**src/rtl/acc_scr_pkg.sv**
```systemverilog
// Package for the accelerometer sample correct and remap block.
// Holds the register indexes, gravity modes, field widths, constants and the matrix term helper.
// No dependencies.
package acc_scr_pkg;

   // Field widths
   localparam int SampleWidth = 16;
   localparam int CorrWidth   = 18;  // sample after offset and gravity correction
   localparam int SumWidth    = 19;  // one row of the remap
   localparam int AccelWidth  = 29;
   localparam int ProdWidth   = AccelWidth + 1;
   localparam int OneGWidth   = 12;
   localparam int MatrixWidth = 18;
   localparam int CsrIdxWidth = 3;

   // Constants of the correction
   localparam logic signed [CorrWidth-1:0] DeadZone = CorrWidth'(50);
   localparam logic signed [ProdWidth-1:0] Scale    = ProdWidth'(981);

   // Configuration register indexes
   typedef enum logic [CsrIdxWidth-1:0] {
      CSR_OFFSET_X    = 3'd0,
      CSR_OFFSET_Y    = 3'd1,
      CSR_OFFSET_Z    = 3'd2,
      CSR_GRAVITY     = 3'd3,
      CSR_ONE_G       = 3'd4,
      CSR_ORIENTATION = 3'd5
   } csr_index_type;

   // z gravity correction modes
   typedef enum logic [1:0] {
      GRAV_NONE = 2'd0,
      GRAV_SUB  = 2'd1,
      GRAV_ADD  = 2'd2
   } gravity_mode_type;

   // Matrix entry codes
   typedef enum logic [1:0] {
      ENTRY_ZERO = 2'b00,
      ENTRY_PLUS = 2'b01,
      ENTRY_MINUS = 2'b11
   } entry_code_type;

   localparam logic [MatrixWidth-1:0] MatrixIdentity = 18'h10101;
   localparam logic [OneGWidth-1:0]   OneGReset      = 12'd1024;

   // One term of a remap row: +v, -v or zero; the meaningless code acts as zero
   function automatic logic signed [CorrWidth-1:0] matrix_term(
      input logic [1:0]                  code,
      input logic signed [CorrWidth-1:0] value
   );
      logic signed [CorrWidth-1:0] term;
      case (entry_code_type'(code))
         ENTRY_PLUS:  term = value;
         ENTRY_MINUS: term = -value;
         default:     term = '0;
      endcase
      return term;
   endfunction

endpackage

```
**src/rtl/accel_sample_correct_and_remap_top.sv**
```systemverilog
// Top level of the accelerometer sample correct and remap block.
// Four-stage pipeline; depends on acc_scr_pkg.
//
// Usage:
//  - Input: raise start with the six raw bytes on req_*; a frame is taken at
//    every clock edge with start high and busy low. busy stays low, so a
//    frame may be offered in every cycle.
//  - Output: rsp_valid is high for one cycle with accel_x/y/z on rsp_*.
//    Each frame gives exactly one result word once it has passed all the
//    pipeline stages; frames leave in the order they arrive.
//  - Throughput: one frame per cycle. The stages are offset and gravity
//    correction, dead zone, remap sums and the multiply by 981.
//  - Configuration: csr_valid with csr_index and csr_wdata; csr_ready is
//    always high. Write only while no frame is in flight. Unknown indexes
//    are dropped.
//  - Reset (synchronous, active high): empties the pipeline and returns the
//    registers to zero offsets, no gravity correction, 1024 counts per g and
//    the identity orientation.
//  - The receiver cannot stall; no result is ever held back.
module accel_sample_correct_and_remap_top
   import acc_scr_pkg::*;
(
   input  logic                   clock,
   input  logic                   reset,
   input  logic                   start,
   output logic                   busy,
   input  logic [7:0]             req_x_low_byte,
   input  logic [7:0]             req_x_high_byte,
   input  logic [7:0]             req_y_low_byte,
   input  logic [7:0]             req_y_high_byte,
   input  logic [7:0]             req_z_low_byte,
   input  logic [7:0]             req_z_high_byte,
   output logic                   rsp_valid,
   output logic signed [AccelWidth-1:0] rsp_accel_x,
   output logic signed [AccelWidth-1:0] rsp_accel_y,
   output logic signed [AccelWidth-1:0] rsp_accel_z,
   input  logic                   csr_valid,
   output logic                   csr_ready,
   input  logic [CsrIdxWidth-1:0] csr_index,
   input  logic [MatrixWidth-1:0] csr_wdata
);

   // Configuration registers
   logic signed [SampleWidth-1:0] offset_x_ff, offset_y_ff, offset_z_ff;
   logic [1:0]                    gravity_ff;
   logic [OneGWidth-1:0]          one_g_ff;
   logic [MatrixWidth-1:0]        matrix_ff;

   // Pipeline registers
   logic                          s1_valid_ff, s2_valid_ff, s3_valid_ff, s4_valid_ff;
   logic signed [CorrWidth-1:0]   s1_x_ff, s1_y_ff, s1_z_ff;
   logic signed [CorrWidth-1:0]   s2_x_ff, s2_y_ff, s2_z_ff;
   logic signed [SumWidth-1:0]    s3_sum_ff [3];
   logic signed [AccelWidth-1:0]  s4_acc_ff [3];

   // Next values
   logic                          accept_in;
   logic signed [CorrWidth-1:0]   s1_x_in, s1_y_in, s1_z_in;
   logic signed [CorrWidth-1:0]   s2_x_in, s2_y_in;
   logic signed [SumWidth-1:0]    s3_sum_in [3];
   logic signed [AccelWidth-1:0]  s4_acc_in [3];

   assign busy      = 1'b0;
   assign csr_ready = 1'b1;
   assign accept_in = start && !busy;

   // Write configuration words
   always_ff @(posedge clock) begin
      if (reset) begin
         offset_x_ff <= '0;
         offset_y_ff <= '0;
         offset_z_ff <= '0;
         gravity_ff  <= GRAV_NONE;
         one_g_ff    <= OneGReset;
         matrix_ff   <= MatrixIdentity;
      end else if (csr_valid && csr_ready) begin
         case (csr_index_type'(csr_index))
            CSR_OFFSET_X:    offset_x_ff <= csr_wdata[SampleWidth-1:0];
            CSR_OFFSET_Y:    offset_y_ff <= csr_wdata[SampleWidth-1:0];
            CSR_OFFSET_Z:    offset_z_ff <= csr_wdata[SampleWidth-1:0];
            CSR_GRAVITY:     gravity_ff  <= csr_wdata[1:0];
            CSR_ONE_G:       one_g_ff    <= csr_wdata[OneGWidth-1:0];
            CSR_ORIENTATION: matrix_ff   <= csr_wdata;
            default: ;
         endcase
      end
   end

   // Stage 1: merge bytes, double and wrap, remove offsets, apply gravity to z
   always_comb begin
      logic signed [SampleWidth-1:0] raw_x, raw_y, raw_z;
      logic signed [CorrWidth-1:0]   two_g, z_off;
      raw_x   = {req_x_high_byte[6:0], req_x_low_byte, 1'b0};
      raw_y   = {req_y_high_byte[6:0], req_y_low_byte, 1'b0};
      raw_z   = {req_z_high_byte[6:0], req_z_low_byte, 1'b0};
      two_g   = {5'd0, one_g_ff, 1'b0};
      s1_x_in = CorrWidth'(raw_x) - CorrWidth'(offset_x_ff);
      s1_y_in = CorrWidth'(raw_y) - CorrWidth'(offset_y_ff);
      z_off   = CorrWidth'(raw_z) - CorrWidth'(offset_z_ff);
      case (gravity_mode_type'(gravity_ff))
         GRAV_SUB: s1_z_in = z_off - two_g;
         GRAV_ADD: s1_z_in = z_off + two_g;
         default:  s1_z_in = z_off;
      endcase
   end

   // Stage 2: zero x and y together inside the horizontal dead zone
   always_comb begin
      logic quiet;
      quiet = (s1_x_ff < DeadZone) && (s1_x_ff > -DeadZone) &&
              (s1_y_ff < DeadZone) && (s1_y_ff > -DeadZone);
      s2_x_in = quiet ? '0 : s1_x_ff;
      s2_y_in = quiet ? '0 : s1_y_ff;
   end

   // Stage 3: one remap row per output axis
   always_comb begin
      for (int r = 0; r < 3; r++) begin
         s3_sum_in[r] =
            SumWidth'(matrix_term(matrix_ff[6*r+1 -: 2], s2_x_ff)) +
            SumWidth'(matrix_term(matrix_ff[6*r+3 -: 2], s2_y_ff)) +
            SumWidth'(matrix_term(matrix_ff[6*r+5 -: 2], s2_z_ff));
      end
   end

   // Stage 4: scale each row
   always_comb begin
      logic signed [ProdWidth-1:0] prod;
      for (int r = 0; r < 3; r++) begin
         prod         = ProdWidth'(s3_sum_ff[r]) * Scale;
         s4_acc_in[r] = prod[AccelWidth-1:0];
      end
   end

   // Advance valid bits
   always_ff @(posedge clock) begin
      if (reset) begin
         s1_valid_ff <= 1'b0;
         s2_valid_ff <= 1'b0;
         s3_valid_ff <= 1'b0;
         s4_valid_ff <= 1'b0;
      end else begin
         s1_valid_ff <= accept_in;
         s2_valid_ff <= s1_valid_ff;
         s3_valid_ff <= s2_valid_ff;
         s4_valid_ff <= s3_valid_ff;
      end
   end

   // Advance payload
   always_ff @(posedge clock) begin
      s1_x_ff <= s1_x_in;
      s1_y_ff <= s1_y_in;
      s1_z_ff <= s1_z_in;
      s2_x_ff <= s2_x_in;
      s2_y_ff <= s2_y_in;
      s2_z_ff <= s1_z_ff;
      for (int r = 0; r < 3; r++) begin
         s3_sum_ff[r] <= s3_sum_in[r];
         s4_acc_ff[r] <= s4_acc_in[r];
      end
   end

   // Present the result word
   assign rsp_valid   = s4_valid_ff;
   assign rsp_accel_x = s4_acc_ff[0];
   assign rsp_accel_y = s4_acc_ff[1];
   assign rsp_accel_z = s4_acc_ff[2];

endmodule
```
**config.mk**
```make
export PLATFORM = sky130hd
export DESIGN_NAME = accel_sample_correct_and_remap_top
export DESIGN_NICKNAME = d
export VERILOG_FILES = /design/src/rtl/acc_scr_pkg.sv /design/src/rtl/accel_sample_correct_and_remap_top.sv
export SDC_FILE = /design/constraint.sdc
export NUM_CORES = 2
export LEC_CHECK = 0
export ABC_AREA = 1
export BUFFER_PORTS_ARGS = -buffer_cell sky130_fd_sc_hd__buf_2
export CORE_ASPECT_RATIO = 1.25
export CORE_UTILIZATION = 30
export CTS_BUF_LIST = sky130_fd_sc_hd__clkbuf_8
export CTS_CLUSTER_SIZE = 16
export DETAILED_ROUTE_END_ITERATION = 7
export PLACE_DENSITY_LB_ADDON = 0.08
export SETUP_SLACK_MARGIN = 0.15
export SLEW_MARGIN = 40
export SYNTH_ARGS = -nofsm -noshare
export SYNTH_HDL_FRONTEND = slang
export SYNTH_SLANG_ARGS = --single-unit
```
**constraint.sdc**
```tcl
create_clock -name clock -period 5.35 [get_ports clock]
set_input_delay 1.07 -clock clock [delete_from_list [all_inputs] [get_ports clock]]
set_output_delay 1.07 -clock clock [all_outputs]
set_load 0.03 [all_outputs]
```
# Word level (Yosys, flattened, before mapping)
# Memory sizes are Yosys's and may differ from the RTL's.
# Cells that the tools add are included.
dict set report classes {
  n_addsub 14
  n_mul 3
  n_lt_le_gt_ge 4
  n_eq_ne 25
  muxes 10
  reduce_logical 10
}
# cell count
set ops {}
lappend ops {{18-bit case mux with 2 select lines} 10}
lappend ops {{19-bit by 11-bit multiplier with 29-bit output (second input constant)} 3}
lappend ops {{18-bit by 18-bit adder with 19-bit output} 3}
lappend ops {{19-bit by 18-bit adder with 19-bit output} 3}
lappend ops {{16-bit by 16-bit subtractor with 17-bit output} 3}
lappend ops {{17-bit negator with 18-bit output} 2}
lappend ops {{17-bit by 7-bit greater-than comparator with 1-bit output (second input constant)} 2}
lappend ops {{17-bit by 7-bit less-than comparator with 1-bit output (second input constant)} 2}
lappend ops {{2-bit by 1-bit == test with 1-bit output (second input constant)} 10}
lappend ops {{2-bit == test (second input constant)} 10}
lappend ops {{17-bit by 14-bit adder with 18-bit output} 1}
lappend ops {{18-bit negator} 1}
lappend ops {{17-bit by 14-bit subtractor with 18-bit output} 1}
lappend ops {{2-bit AND reduction} 6}
lappend ops {{3-bit by 2-bit == test with 1-bit output (second input constant)} 2}
lappend ops {{3-bit == test (second input constant)} 2}
lappend ops {{3-bit by 1-bit == test with 1-bit output (second input constant)} 1}
lappend ops {{1-bit logical AND} 3}
lappend ops {{3-bit logical NOT} 1}
dict set report totals {
  regBits 188
  ram_bits 144
  in_bits 73
  out_inout_bits 90
  elab_cells 84
  mem_count 2
}
# memory depth width rd rd_clocked_by_memory_dff wr line_no
set mem_list {}
lappend mem_list {s4_acc_ff 3 29 3 0 3 accel_sample_correct_and_remap_top.sv:54} ;# logic signed [AccelWidth-1:0] s4_acc_ff [3];
lappend mem_list {s3_sum_ff 3 19 3 0 3 accel_sample_correct_and_remap_top.sv:53} ;# logic signed [SumWidth-1:0] s3_sum_ff [3];

# Logic depth before layout (Yosys ltp)
dict set report logic_depth {
  ltp_word 4
  mapped_depth 23
  mapped_depth_nobuf 23
}

# Worst setup path after synthesis
# OpenSTA, ideal clock, no wires.
dict set report synth_path {
  path_type {flip-flop to flip-flop}
  from {mem s3_sum_ff[2][18], in the netlist s3_sum_ff[0][56]}
  to {mem s4_acc_ff[2][26], in the netlist s4_acc_ff[0][84]}
  setup_time_ns 0.113
  arrival_ns 4.006
  required_time_ns 5.237
  path_slack_ns 1.232
  path_stages_with_launch 16
  n_path_buf 0
  period_less_slack_ns 4.118
  cell_sequence {dfxtp_1 > ha_1 > inv_1 > fa_1 > inv_1 > fa_1 > fa_1 > inv_1 > fa_1 > ha_1 > a21o_1 > o21bai_1 > a21boi_0 > nand3_1 > nand2_1 > nand2_1}
}
# element line_no
set synth_lines {}
lappend synth_lines {{start, declared} accel_sample_correct_and_remap_top.sv:53}
lappend synth_lines {{end, declared} accel_sample_correct_and_remap_top.sv:54}

==> results.toml <==
[sta]
relSlewSlack = 0.460
setup_tns_ns = 0
grt_setup_unrepaired = "no"
drv_slew = 0
finalSetupViolations = 0
fin_worst_skew_ns = 0.0222
max_slew.worst_pin.slew_ns = 0.802
fmax_mhz = 221
hold_violations = 0
period_share = 0.845
period_needed_ns = 4.52

[worst_setup_path]
endpoint_kind = "flip-flop"
reg2reg_slack_ns = 0.83
critPathArrivalTime_ns = 5.13
path_cells = "inv_1 > ha_1 > inv_1 > fa_1 > fa_1 > fa_1 > inv_1 > fa_1 > inv_1 > ha_1 > nand2_1 > inv_1 > nand2_1 > nor3_1 > o21ai_0 > nand4_1 > nand2_1"
critical_path_class = "reg2reg"
timing.rr.start = "s3_sum_ff[0][17]$_DFF_P_"
cpMostUsedCell = "inv_1"
cp_max_fo = 6
slowest_stage = "dfxtp_1"
cp_top_family = "adder cells"
rr_endpoint = "s4_acc_ff[0][26]$_DFF_P_"
start_kind = "flip-flop"
cp.required_ns = 5.96
critPathBufInv = 5
worstRegToRegCells = 17
critPathMaxStageDelay_ns = 0.56

[global_route]
grt_max_degree = 35
grt_use_total = 0.176
antenna_found_initial = 2
grt_overflow = 0
grt_pass1_wl_mm = 161
grt_pass1_vias = 29200

[clock_network]
clock_latency_ns = 0.74
cts-hold-fix-buffers = 0
ctsResizeCount = 0
h-tree-depth = 2
cts_setup_buffers = 0
cts_sinks = 332
clk_pin_slew_ns = 0.06
clock_path_buffers = 3
root_buffer = "clkbuf_8"
tritoncts = "done"
cts_made_buffers = 58

[route]
wire_per_inst_um = 16.2
vias_per_cell = 4.53
met3_length_mm = 2.96
drtAntennaViolNets = 0
drcViolationCount = 0
num_vias = 28400
routed.top_layer = "met4"
drt_iter0_markers = 1273
met1_length_mm = 44.3
finalWirelength_mm = 102
drt-pass1-iter-count = 6
dr_wl_met2_mm = 50.3

[die]
start_util = 0.303
io_pins = 163
rows = 138
die_width_um = 305
die_y_um = 381
coreArea_um2 = 114000
dieArea_um2 = 116000

[yosys]
synth_ff_type = "dfxtp_1"
synth_seq_cells = 332
syn_nets = 5395
synth_area_leaders = "dfxtp_1, fa_1, ha_1, inv_1, nand2_1"
synth_most_common_cell = "inv_1"
synthTopCellsByCount = "inv_1, nand2_1, ha_1"
synthArstFlopShare = 0
syn_avg_cell_area_um2 = 7.52
synth_edf_count = 0
syn_area_um2 = 34500
yosys.area.top_type = "dfxtp_1"
ys.warnings.count = 0
synth_cell_types = 56
yosys.area.top_type_share = 0.193
syn_inst = 4580
yosysSeqAreaShare = 0.193

[placed_design]
dp_cells = 6167
dp_hpwl_mm = 88.2
port_buffers = 157
gp_congestion = 0.909

[run_status]
status = "finished clean"

[hold_path]
hold_depth = 0
hold_path.class = "reg2reg"
worstHoldEndpoint = "s2_z_ff[7]$_DFF_P_"
worstHoldStart = "s1_z_ff[7]$_DFF_P_"

[job]
cap_violations = 0

[finish]
instances_no_fill = 6270
syn2layout_area_growth_pct = 10.7
drive_gt1_frac = 0.0650
nets = 5572
[placed cells by master (no fill, tap or decap), types with 32 or more instances in the layout]
master    Yosys  final
dfxtp_1     332    332
nor2_1      251    251
nor3_1       34     34
nand2_1     769    767
a21oi_1     256    256
nand4_1      71     71
nand3_1     233    232
buf_2        16    157
o21ai_0     216    216
xnor2_1      32     32
clkbuf_8      0     72
fa_1        308    308
a21boi_0     38     38
o22ai_1      84     84
inv_1      1144   1158
ha_1        434    434
xor2_1      126    126
[registers in the layout, summed over array words and instances, names as in the netlist, 2 cells and up]
register,cells
s2_z_ff,18
offset_x_ff,16
s2_x_ff,17
gravity_ff,2
offset_z_ff,16
one_g_ff,12
s2_y_ff,17
matrix_ff,18
s1_z_ff,18
s4_acc_ff,87
offset_y_ff,16
s3_sum_ff,57
s1_x_ff,17
s1_y_ff,17
[cell type report]
| cell class | count | area [um2] |
|---|---|---|
| inverters | 1153 | 4330 |
| fillers | 12500 | 75500 |
| multi-input cells | 3046 | 23300 |
| diodes | 1 | 2.50 |
| clock buffers | 72 | 991 |
| flip-flops and latches | 332 | 6650 |
| clock inverters | 30 | 229 |
| well taps | 1470 | 1840 |
| repair buffers | 166 | 853 |
[how the worst max path moves through the flow]
stage	start	endpoint	slack, ns	cells after the start
finish	s3_sum_ff[0][17]$_DFF_P_	s4_acc_ff[0][26]$_DFF_P_	0.83	17
global route	s3_sum_ff[0][24]$_DFF_P_	s4_acc_ff[0][57]$_DFF_P_	0.43	18
CTS	s3_sum_ff[0][55]$_DFF_P_	s4_acc_ff[0][83]$_DFF_P_	0.74	17
detailed placement	s3_sum_ff[0][55]$_DFF_P_	s4_acc_ff[0][83]$_DFF_P_	0.74	17
global placement	s3_sum_ff[0][55]$_DFF_P_	s4_acc_ff[0][82]$_DFF_P_	0.75	17
floorplan	s3_sum_ff[0][56]$_DFF_P_	s4_acc_ff[0][84]$_DFF_P_	1.23	15
[per-layer routing]
metal	global-route usage	vias to the layer above
met5	0	-
met4	0.0672	0
met3	0.0197	134
met2	0.316	445
met1	0.214	13100
li1	-	14700
[per-stage QoR]
stage	utilization	cell area [um2]	hold slack (ns)	worst slack [ns]
after global routing	0.336	38200	0.335	0.434
after floorplan	-	34500	0.310	1.23
after CTS	0.336	38200	0.311	0.742
after global placement	0.325	36900	0.312	0.755
final	0.336	38200	0.326	0.828
after detailed placement	0.325	36900	0.312	0.743
[kinds of logic after synthesis]
kind of cell             Yosys count  synth area share
AO/OA/AOI/OAI                    706             0.115
adder cells (fa/ha/maj)          742             0.337
buffers and inverters           1202             0.132
XOR/XNOR                         159            0.0406
other                              2          0.000218
AND/OR/NAND/NOR                 1436             0.182
flip-flops                       332             0.193
multiplexers                       1          0.000327
Power is left out: the tool's default activity adds up to more than one toggle a clock period on the data nets, which glitch-free logic cannot reach.
